### src/sv/epoch_seconds_to_civil_date_top_assert.svh
// assertion macros for the epoch-to-date converter
// expects i_clk and i_rst_n in the scope of the module that includes it
`ifndef EPOCH_SECONDS_TO_CIVIL_DATE_TOP_ASSERT_SVH
`define EPOCH_SECONDS_TO_CIVIL_DATE_TOP_ASSERT_SVH

// same-cycle implication, off during reset
`define ESD_ASSERT_IMPL(label, ante, cons, msg) \
    label: assert property (@(posedge i_clk) disable iff (!i_rst_n) (ante) |-> (cons)) \
        else $error(msg);

// next-cycle implication, off during reset
`define ESD_ASSERT_NEXT(label, ante, cons, msg) \
    label: assert property (@(posedge i_clk) disable iff (!i_rst_n) (ante) |=> (cons)) \
        else $error(msg);

`endif

### src/sv/esd_pkg.sv
// constants and types for the epoch-to-date converter
// reciprocal multipliers for the constant divisions; no dependencies
package esd_pkg;

    // field widths
    localparam int EpochW  = 32;
    localparam int YearW   = 12;
    localparam int MonthW  = 4;
    localparam int DayW    = 5;
    localparam int HourW   = 5;
    localparam int MinuteW = 6;
    localparam int SecondW = 6;

    // pipeline depth, input register through result register
    localparam int Stages = 10;

    // day 11017 after the epoch is 2000-03-01, the start of the next 400-year era
    localparam logic [15:0] EraSplitDay  = 16'd11017;
    localparam logic [17:0] DoeOffsetLo  = 18'd135080;
    localparam logic [17:0] DaysPerEra   = 18'd146097;
    localparam logic [17:0] DaysEraLast  = 18'd146096;
    localparam logic [11:0] EraLoYear    = 12'd1600;
    localparam logic [11:0] EraHiYear    = 12'd2000;

    // ceil(2^k / d), exact floor division for inputs below 2^(k - ceil(log2 d))
    localparam logic [30:0] RcpDiv15Sec  = 31'(((64'd1 << 34) + 64'd14) / 64'd15);
    localparam logic [25:0] RcpDiv15Min  = 26'(((64'd1 << 29) + 64'd14) / 64'd15);
    localparam logic [18:0] RcpDiv3      = 19'(((64'd1 << 20) + 64'd2) / 64'd3);
    localparam logic [18:0] RcpDiv1460   = 19'(((64'd1 << 29) + 64'd1459) / 64'd1460);
    localparam logic [18:0] RcpDiv36524  = 19'(((64'd1 << 34) + 64'd36523) / 64'd36524);
    localparam logic [18:0] RcpDiv365    = 19'(((64'd1 << 27) + 64'd364) / 64'd365);
    localparam logic [9:0]  RcpDiv100    = 10'(((64'd1 << 16) + 64'd99) / 64'd100);
    localparam logic [11:0] RcpDiv153    = 12'(((64'd1 << 19) + 64'd152) / 64'd153);
    localparam logic [11:0] RcpDiv5      = 12'(((64'd1 << 14) + 64'd4) / 64'd5);

    // time of day carried alongside the date stages
    typedef struct packed {
        logic [HourW-1:0]   hour;
        logic [MinuteW-1:0] minute;
        logic [SecondW-1:0] second;
    } t_tod;

endpackage

### src/sv/epoch_seconds_to_civil_date_top.sv
// Unix seconds to proleptic Gregorian date and time of day
// Uses esd_pkg and epoch_seconds_to_civil_date_top_assert.svh
//
// Usage:
//   Input channel i_in_valid / o_in_ready carries i_epoch_seconds, an unsigned
//   count of seconds since 1970-01-01 00:00:00 UTC. Output channel
//   o_out_valid / i_out_ready carries year, month, day, hour, minute, second.
//   A transfer happens on a rising edge with valid and ready both high.
//   o_out_valid rises once the conversion has passed the input register,
//   eight stages of reciprocal multiplies and small adds, and the result
//   register. Throughput is one conversion per cycle while the receiver
//   takes results. The pipeline advances as a whole: when a result sits
//   unaccepted in the output register, every stage holds and o_in_ready
//   drops in the same cycle; nothing is lost or repeated. Reset
//   (synchronous, active low) clears all stage valid flags, dropping
//   anything in flight; there is no configuration and no state kept
//   between conversions.
module epoch_seconds_to_civil_date_top (
    input  logic                          i_clk,
    input  logic                          i_rst_n,
    input  logic                          i_in_valid,
    output logic                          o_in_ready,
    input  logic [esd_pkg::EpochW-1:0]    i_epoch_seconds,
    output logic                          o_out_valid,
    input  logic                          i_out_ready,
    output logic [esd_pkg::YearW-1:0]     o_year,
    output logic [esd_pkg::MonthW-1:0]    o_month,
    output logic [esd_pkg::DayW-1:0]      o_day,
    output logic [esd_pkg::HourW-1:0]     o_hour,
    output logic [esd_pkg::MinuteW-1:0]   o_minute,
    output logic [esd_pkg::SecondW-1:0]   o_second
);

    `include "epoch_seconds_to_civil_date_top_assert.svh"

    logic                      w_en;
    logic [esd_pkg::Stages-1:0] r_vld;

    // stage payload registers
    logic [31:0]          r_s0;
    logic [31:0]          r_s1;
    logic [26:0]          r_min1;
    logic [5:0]           r_sec2;
    logic [26:0]          r_min2;
    logic [20:0]          r_hr2;
    logic [5:0]           r_sec3;
    logic [5:0]           r_minute3;
    logic [20:0]          r_hr3;
    logic [15:0]          r_day3;
    esd_pkg::t_tod        r_tod [5];
    logic                 r_era [5];
    logic [17:0]          r_doe4;
    logic [17:0]          r_doe5;
    logic [17:0]          r_yn5;
    logic [17:0]          r_doe6;
    logic [8:0]           r_yoe6;
    logic [8:0]           r_doy7;
    logic [8:0]           r_yoe7;
    logic [8:0]           r_doy8;
    logic [8:0]           r_yoe8;
    logic [3:0]           r_mp8;
    logic [esd_pkg::YearW-1:0]   r_year;
    logic [esd_pkg::MonthW-1:0]  r_month;
    logic [esd_pkg::DayW-1:0]    r_day;
    logic [esd_pkg::HourW-1:0]   r_hour;
    logic [esd_pkg::MinuteW-1:0] r_minute;
    logic [esd_pkg::SecondW-1:0] r_second;

    // next values
    logic [60:0]          n_p_min;
    logic [26:0]          n_min1;
    logic [5:0]           n_sec2;
    logic [50:0]          n_p_hr;
    logic [20:0]          n_hr2;
    logic [5:0]           n_minute3;
    logic [36:0]          n_p_day;
    logic [15:0]          n_day3;
    logic [4:0]           n_hour4;
    logic                 n_era4;
    logic [17:0]          n_doe4;
    logic [36:0]          n_p_c1460;
    logic [36:0]          n_p_c36524;
    logic [6:0]           n_q1460;
    logic [2:0]           n_q36524;
    logic                 n_last;
    logic [17:0]          n_yn5;
    logic [36:0]          n_p_yoe;
    logic [8:0]           n_yoe6;
    logic [18:0]          n_p_c100;
    logic [1:0]           n_q100;
    logic [17:0]          n_doy_w;
    logic [8:0]           n_doy7;
    logic [10:0]          n_mx;
    logic [22:0]          n_p_mp;
    logic [3:0]           n_mp8;
    logic [10:0]          n_dx;
    logic [22:0]          n_p_dq;
    logic [8:0]           n_dq;
    logic [esd_pkg::DayW-1:0]   n_day9;
    logic [esd_pkg::MonthW-1:0] n_month9;
    logic [esd_pkg::YearW-1:0]  n_year9;

    // whole pipeline moves unless a result is stuck in the output register
    assign w_en       = !r_vld[esd_pkg::Stages-1] || i_out_ready;
    assign o_in_ready = w_en;

    always_ff @(posedge i_clk) begin
        if (!i_rst_n) begin
            r_vld <= '0;
        end else if (w_en) begin
            r_vld <= {r_vld[esd_pkg::Stages-2:0], i_in_valid};
        end
    end

    // stage 1: s / 60
    assign n_p_min = 61'(r_s0[31:2]) * 61'(esd_pkg::RcpDiv15Sec);
    assign n_min1  = n_p_min[60:34];

    // stage 2: second, and s / 3600
    assign n_sec2 = 6'(r_s1 - 32'(r_min1) * 32'd60);
    assign n_p_hr = 51'(r_min1[26:2]) * 51'(esd_pkg::RcpDiv15Min);
    assign n_hr2  = n_p_hr[49:29];

    // stage 3: minute, and whole days
    assign n_minute3 = 6'(r_min2 - 27'(r_hr2) * 27'd60);
    assign n_p_day   = 37'(r_hr2[20:3]) * 37'(esd_pkg::RcpDiv3);
    assign n_day3    = n_p_day[35:20];

    // stage 4: hour, and day of era (inputs span only two eras)
    assign n_hour4 = 5'(r_hr3 - 21'(r_day3) * 21'd24);
    assign n_era4  = (r_day3 >= esd_pkg::EraSplitDay);
    assign n_doe4  = n_era4 ? (18'(r_day3) - 18'(esd_pkg::EraSplitDay))
                            : (18'(r_day3) + esd_pkg::DoeOffsetLo);

    // stage 5: leap corrections inside the era
    assign n_p_c1460  = 37'(r_doe4) * 37'(esd_pkg::RcpDiv1460);
    assign n_p_c36524 = 37'(r_doe4) * 37'(esd_pkg::RcpDiv36524);
    assign n_q1460    = n_p_c1460[35:29];
    assign n_q36524   = n_p_c36524[36:34];
    assign n_last     = (r_doe4 == esd_pkg::DaysEraLast);
    assign n_yn5      = r_doe4 - 18'(n_q1460) + 18'(n_q36524) - 18'(n_last);

    // stage 6: year of era
    assign n_p_yoe = 37'(r_yn5) * 37'(esd_pkg::RcpDiv365);
    assign n_yoe6  = n_p_yoe[35:27];

    // stage 7: day of the march-based year
    assign n_p_c100 = 19'(r_yoe6) * 19'(esd_pkg::RcpDiv100);
    assign n_q100   = n_p_c100[17:16];
    assign n_doy_w  = r_doe6 - (18'(r_yoe6) * 18'd365 + 18'(r_yoe6[8:2]) - 18'(n_q100));
    assign n_doy7   = n_doy_w[8:0];

    // stage 8: march-based month index
    assign n_mx    = 11'(r_doy7) * 11'd5 + 11'd2;
    assign n_p_mp  = 23'(n_mx) * 23'(esd_pkg::RcpDiv153);
    assign n_mp8   = n_p_mp[22:19];

    // stage 9: day of month, civil month and year
    assign n_dx     = 11'(r_mp8) * 11'd153 + 11'd2;
    assign n_p_dq   = 23'(n_dx) * 23'(esd_pkg::RcpDiv5);
    assign n_dq     = n_p_dq[22:14];
    assign n_day9   = 5'(r_doy8 - n_dq + 9'd1);
    assign n_month9 = (r_mp8 < 4'd10) ? (r_mp8 + 4'd3) : (r_mp8 - 4'd9);
    // january and february belong to the following civil year
    assign n_year9  = 12'(r_yoe8) + (r_era[4] ? esd_pkg::EraHiYear : esd_pkg::EraLoYear)
                      + 12'(n_month9 <= 4'd2);

    always_ff @(posedge i_clk) begin
        if (w_en) begin
            r_s0      <= i_epoch_seconds;
            r_s1      <= r_s0;
            r_min1    <= n_min1;
            r_sec2    <= n_sec2;
            r_min2    <= r_min1;
            r_hr2     <= n_hr2;
            r_sec3    <= r_sec2;
            r_minute3 <= n_minute3;
            r_hr3     <= r_hr2;
            r_day3    <= n_day3;

            r_tod[0]  <= '{hour: n_hour4, minute: r_minute3, second: r_sec3};
            r_era[0]  <= n_era4;
            r_doe4    <= n_doe4;
            for (int i = 1; i < 5; i++) begin
                r_tod[i] <= r_tod[i-1];
                r_era[i] <= r_era[i-1];
            end

            r_doe5    <= r_doe4;
            r_yn5     <= n_yn5;
            r_doe6    <= r_doe5;
            r_yoe6    <= n_yoe6;
            r_doy7    <= n_doy7;
            r_yoe7    <= r_yoe6;
            r_doy8    <= r_doy7;
            r_yoe8    <= r_yoe7;
            r_mp8     <= n_mp8;

            r_year    <= n_year9;
            r_month   <= n_month9;
            r_day     <= n_day9;
            r_hour    <= r_tod[4].hour;
            r_minute  <= r_tod[4].minute;
            r_second  <= r_tod[4].second;
        end
    end

    assign o_out_valid = r_vld[esd_pkg::Stages-1];
    assign o_year      = r_year;
    assign o_month     = r_month;
    assign o_day       = r_day;
    assign o_hour      = r_hour;
    assign o_minute    = r_minute;
    assign o_second    = r_second;

    `ESD_ASSERT_IMPL(a_date_range, o_out_valid,
        o_month >= 4'd1 && o_month <= 4'd12 && o_day >= 5'd1 && o_day <= 5'd31,
        "month or day out of range")
    `ESD_ASSERT_IMPL(a_tod_range, o_out_valid,
        o_hour <= 5'd23 && o_minute <= 6'd59 && o_second <= 6'd59,
        "time of day out of range")
    `ESD_ASSERT_IMPL(a_doe_range, r_vld[4], r_doe4 < esd_pkg::DaysPerEra,
        "day of era out of range")
    `ESD_ASSERT_IMPL(a_doy_range, r_vld[7], r_doy7 <= 9'd365 && r_yoe7 <= 9'd399,
        "day or year of era out of range")
    `ESD_ASSERT_NEXT(a_stage_lands, w_en && r_vld[8], o_out_valid,
        "last stage item did not reach the result register")

endmodule
### config.mk
export PLATFORM = sky130hd
export DESIGN_NAME = epoch_seconds_to_civil_date_top
export DESIGN_NICKNAME = d
export VERILOG_FILES = /design/src/sv/esd_pkg.sv /design/src/sv/epoch_seconds_to_civil_date_top.sv
export VERILOG_INCLUDE_DIRS = /design/src /design/src/sv
export SDC_FILE = /design/constraint.sdc
export NUM_CORES = 2
export LEC_CHECK = 0
export ABC_AREA = 1
export CORE_MARGIN = 2
export CORE_UTILIZATION = 46
export CTS_CLUSTER_DIAMETER = 50
export DETAILED_ROUTE_END_ITERATION = 8
export DONT_BUFFER_PORTS = 1
export GPL_TIMING_DRIVEN = 0
export SYNTH_ARGS = -nofsm -noshare
export SYNTH_HDL_FRONTEND = slang
export SYNTH_SLANG_ARGS = --single-unit
### constraint.sdc
create_clock -name i_clk -period 10.8 [get_ports i_clk]
set_input_delay 2.16 -clock i_clk [delete_from_list [all_inputs] [get_ports i_clk]]
set_output_delay 2.16 -clock i_clk [all_outputs]
set_load 0.02 [all_outputs]
== After elaboration in Yosys (flattened, before gate mapping) ==
Memories as Yosys holds them, arrays and structs flattened. A register that Yosys moved wholly into a read port is not among the register bits.
Cells that the tools add are included.

* Bits in registers: 261
* RAM bits: 90
* Input bits: 36
* Output and inout port bits: 40
* Logic and storage cells: 71
* Memories kept: 2

{| class="wikitable"
|+ Memory list
! memory !! words !! bits a word !! rd ports !! clocked after Yosys merged registers in !! wr ports !! line !! text
|-
| r_tod || 5 || 17 || 5 || 1 || 5 || epoch_seconds_to_civil_date_top.sv:50 || <nowiki>esd_pkg::t_tod r_tod [5];</nowiki>
|-
| r_era || 5 || 1 || 5 || 0 || 5 || epoch_seconds_to_civil_date_top.sv:51 || <nowiki>logic r_era [5];</nowiki>
|}

* Add/sub/neg operators: 19
* $mul: 15
* Order comparisons: 3
* Equal/unequal tests: 1
* Multiplexer cells: 5
* Reductions and logical operators: 2

{| class="wikitable"
|+ Operators with widths
! cell !! count
|-
| $mul A18 B16 Y33 const B || 2
|-
| $mul A30 B31 Y61 const B || 1
|-
| $mul A25 B26 Y50 const B || 1
|-
| $mul A18 B19 Y37 const B || 1
|-
| $mul A18 B18 Y35 const B || 1
|-
| $mul A27 B4 Y4 const B || 1
|-
| $mul A11 B12 Y23 const B || 1
|-
| $add A11 B2 Y11 const B || 2
|-
| $mul A21 B4 Y4 const B || 1
|-
| $mul A11 B12 Y19 const B || 1
|-
| $add A16 B18 Y18 const B || 1
|-
| $add A18 B3 Y18 || 1
|-
| $eq A18 B18 Y1 const B || 1
|-
| $mux W18 || 1
|-
| $sub A18 B1 Y18 || 1
|-
| $sub A18 B7 Y18 || 1
|-
| $sub A16 B14 Y17 const B || 1
|-
| $ge A16 B14 Y1 const B || 1
|-
| $mul A16 B2 Y2 const B || 1
|-
| $mul A9 B6 Y14 const B || 1
|-
| $add A12 B1 Y12 || 1
|-
| $add A9 B11 Y12 || 1
|-
| $sub A6 B6 Y6 || 2
|-
| $mul A4 B8 Y11 const B || 1
|-
| other kinds (16) || 18
|}

== Longest topological paths before layout ==
* Depth in word-level cells: 5
* Mapped depth: 39
* Mapped depth without buffers: 39

== Worst setup path before layout ==
No wires, ideal clock.

* Path type: input to output
* Start: input port i_out_ready
* End: output port o_in_ready
* Arrival: 6.152 ns
* Required time: 8.640 ns
* Slack: 2.488 ns
* Cell stages on the path: 2
* Path buffers: 0
* Cells stage by stage: nor2_1 -> inv_2

* Word-level cells in the longest chain between the ends: 1

{| class="wikitable"
|+ RTL lines
! element !! line !! text
|-
| start, declared || epoch_seconds_to_civil_date_top.sv:25 || <nowiki>input logic i_out_ready,</nowiki>
|-
| $logic_or A1 B1 Y1 || epoch_seconds_to_civil_date_top.sv:104 || <nowiki>assign w_en = !r_vld[esd_pkg::Stages-1] || i_out_ready;</nowiki>
|-
| end, declared || epoch_seconds_to_civil_date_top.sv:22 || <nowiki>output logic o_in_ready,</nowiki>
|}

No other way between the ends.

== Final worst setup path ==
* Start: register r_doe4[10]
* End: register r_yn5[12] (data pin)

* Word-level cells in the longest chain between the ends: 4
* Elaborated cells between the ends (all ways): 6
* Those cells by class: 3 x add/sub; 2 x mul; 1 x eq/ne

{| class="wikitable"
|+ RTL lines
! element !! line !! text
|-
| start, declared || epoch_seconds_to_civil_date_top.sv:52 || <nowiki>logic [17:0] r_doe4;</nowiki>
|-
| start signal, assigned || epoch_seconds_to_civil_date_top.sv:183 || <nowiki>r_doe4 <= n_doe4;</nowiki>
|-
| $mul A18 B16 Y33 || epoch_seconds_to_civil_date_top.sv:136 || <nowiki>assign n_p_c1460 = 37'(r_doe4) * 37'(esd_pkg::RcpDiv1460);</nowiki>
|-
| $sub A18 B7 Y18 || epoch_seconds_to_civil_date_top.sv:141 || <nowiki>assign n_yn5 = r_doe4 - 18'(n_q1460) + 18'(n_q36524) - 18'(n_last);</nowiki>
|-
| $add A18 B3 Y18 || epoch_seconds_to_civil_date_top.sv:141 ||
|-
| $sub A18 B1 Y18 (*) || epoch_seconds_to_civil_date_top.sv:141 ||
|-
| net n_yn5[12] || epoch_seconds_to_civil_date_top.sv:86 || <nowiki>logic [17:0] n_yn5;</nowiki>
|-
| end signal, assigned || epoch_seconds_to_civil_date_top.sv:190 || <nowiki>r_yn5 <= n_yn5;</nowiki>
|-
| end, declared || epoch_seconds_to_civil_date_top.sv:54 || <nowiki>logic [17:0] r_yn5;</nowiki>
|}

The timed path passes the listed nets; every way through them passes the cells marked *.
A chain may end at the register's enable or synchronous reset.

==> flow_summary.yaml <==
setup_path:
  path_class: "reg -> reg"
  critPathLaunchType: "register"
  slowest_delay_ns: 1.17
  crit_slowest_cell: "edfxtp_1"
  cp-end-kind: "register"
  cp_max_fo: 16
  arrival_ns: 9.42
  crit_required_ns: 11.21
grt:
  grt_pass1_wl_mm: 239
  track_usage_pct: 22.3
  first_global_vias: 44900
  grt_max_degree: 131
  antenna_found_initial: 0
  grt_remaining_overflow: 0
die:
  initial_core_util_pct: 46.4
  die_x_um: 368
  rows: 133
  ioPinCount: 76
  fp.dieH_um: 368
  core_area_um2: 131000
  design.die.area_um2: 136000
logic_synthesis:
  synth_edf_count: 358
  ys_seq_area_share_pct: 18.0
  syn_inst: 6607
  ys_top_cells_by_area: "ha_1 (27%), fa_1 (25%), edfxtp_1 (18%), inv_1 (10%), nand2_1 (5.8%)"
  yosys.area.top_type: "ha_1"
  ys_ff_latch: 368
  synth_area_um2: 61000
  yosysWarningCount: 0
  synth_common_cells: "inv_1 (1663), ha_1 (1337), nand2_1 (942)"
  synthArstFlopShare_pct: 0
  synth.avg_cell_area_um2: 9.23
  syn_nets: 8729
  ys_types: 50
  yosysMostFrequentCell: "inv_1"
  synth.top_cell.area_share_pct: 27.4
  ys.flop_type: "edfxtp_1"
cells_and_area:
  drive_gt1_share_pct: 2.09
  regArea_um2: 11000
  diodes: 0
  multi_input_area_um2: 43700
  area_growth_pct: 6.95
  fill_cells: 12500
  fin_nets: 8790
sta:
  fmax_mhz: 111
  min_period_ns: 9.01
  slew_headroom_pct: 9.81
  fin_setup_tns_ns: 0
  setup_viol: 0
  finalHoldViolations: 0
  slew_viol_final: 0
  worstMarginPinSlew_ns: 1.35
  fin_worst_skew_ns: 0.0344
  period_share_pct: 83.4
  rsz0062_at_grt: "false"
  timing.hold.ws_ns: 0.393
clock_tree:
  insertion_delay_ns: 0.67
  cts_setup_buffers: 0
  h-tree-depth: 2
  ctsHoldBuffers: 0
  ctsResizeCount: 0
  clk_path_buf_depth: 3
  cts_made_buffers: 56
  clk_pin_slew_worst_paths_ns: 0.06
  cts-root-buf: "clkbuf_16"
  cts_tree: "built"
  cts.sinks: 368
placement:
  globalplace.congestion: 0.957
  port_buffers: 0
  dpl.hpwl_mm: 128
routing:
  wl_mm: 147
  drt-initial-drc-count: 2403
  viasPerCell: 5.06
  ant_nets: 0
  num_vias: 42800
  drc: 0
  wl_per_cell_um: 17.3
  first_pass_iters: 6
worst_hold_path:
  hold_path.class: "reg -> reg"
run_status:
  status: "finished, final reports clean"
run:
  drv_cap: 0
==> layout by cell type, fill, tap and decap left out, types with 10 or more instances in the layout <==
cell type / instances
a21boi_0: 13
a21o_1: 37
a21oi_1: 307
a31oi_1: 25
clkbuf_1: 10
clkbuf_16: 56
dfxtp_1: 10
edfxtp_1: 358
fa_1: 749
ha_1: 1337
inv_1: 1663
inv_8: 11
nand2_1: 942
nand3_1: 184
nand4_1: 65
nor2_1: 364
nor3_1: 50
nor4_1: 16
o211ai_1: 13
o21a_1: 10
o21ai_0: 192
o21bai_1: 43
or2_2: 10
xnor2_1: 49
xor2_1: 105
==> sequential cells by signal, summed over array words and instances, names as in the netlist, 9 cells and up <==
| register | count |
|---|---|
| r_doe5 | 9 |
| r_tod | 85 |
| r_vld | 10 |
| r_doe4 | 18 |
| r_yoe6 | 9 |
| o_year | 12 |
| r_doe6 | 9 |
| r_doy7 | 9 |
| r_s0 | 32 |
| r_yn5 | 18 |
| r_day3 | 16 |
| r_hr2 | 21 |
| r_min1 | 27 |
| r_yoe8 | 9 |
| r_yoe7 | 9 |
==> cell families after synthesis <==
| logic type | share of synthesized area, % |
|---|---|
| flip-flops | 18.0 |
| XOR/XNOR | 2.21 |
| adder cells (fa/ha/maj) | 52.0 |
| buffers and inverters | 10.3 |
| AO/OA/AOI/OAI | 6.07 |
| AND/OR/NAND/NOR | 11.4 |
==> worst paths after layout <==
path / start / end / slack, ns / cells after the start
worst max-delay path: r_doe4[10] / r_yn5[12] / 1.79 / 32
worst min-delay path: r_tod[1][7] / r_tod[2][7] / 0.39 / 0
worst max register to register: r_doe4[10] / r_yn5[12] / 1.79 / 32
worst min register to register: r_tod[1][7] / r_tod[2][7] / 0.39 / 0
==> worst max-delay path, delay by kind of cell (launching register included) <==
kind	cells	cell delay (ns)
buf+inv	7	0.76
simple gates	8	0.80
flops	1	1.17
fa+ha+maj	10	4.74
compound gates	6	1.08
xor+xnor	1	0.18
==> through the flow <==
step                utilization, %  setup WS [ns]  area (µm²)  instances
finish                        49.6           1.79       65200       8469
global route                  49.6           1.39       65200       8469
CTS                           49.6           1.76       65200       8469
detailed placement            48.1           1.79       63300       8365
global placement              48.1          0.602       63200       8362
floorplan                        -           2.49       61000       6607
==> per-layer routing <==
layer | share of wire [%] | track usage [%]
met2 | 48 | 38.4
met1 | 46 | 30.3
met4 | 2.1 | 4.79
met3 | 4.0 | 2.53
met5 | 0 | 0
==> layout make-up <==
class                      count  area share, %
multi-input combinational   4565           67.0
sequential                   368           16.8
inverter                    1669           9.62
tap                         1755           3.37
clock buffer                  64           2.19
clock inverter                40          0.796
timing repair buffer           3          0.127
buffer                         5         0.0671
Power is left out: the tool's default activity adds up to more than one toggle a clock period on the data nets, which glitch-free logic cannot reach.
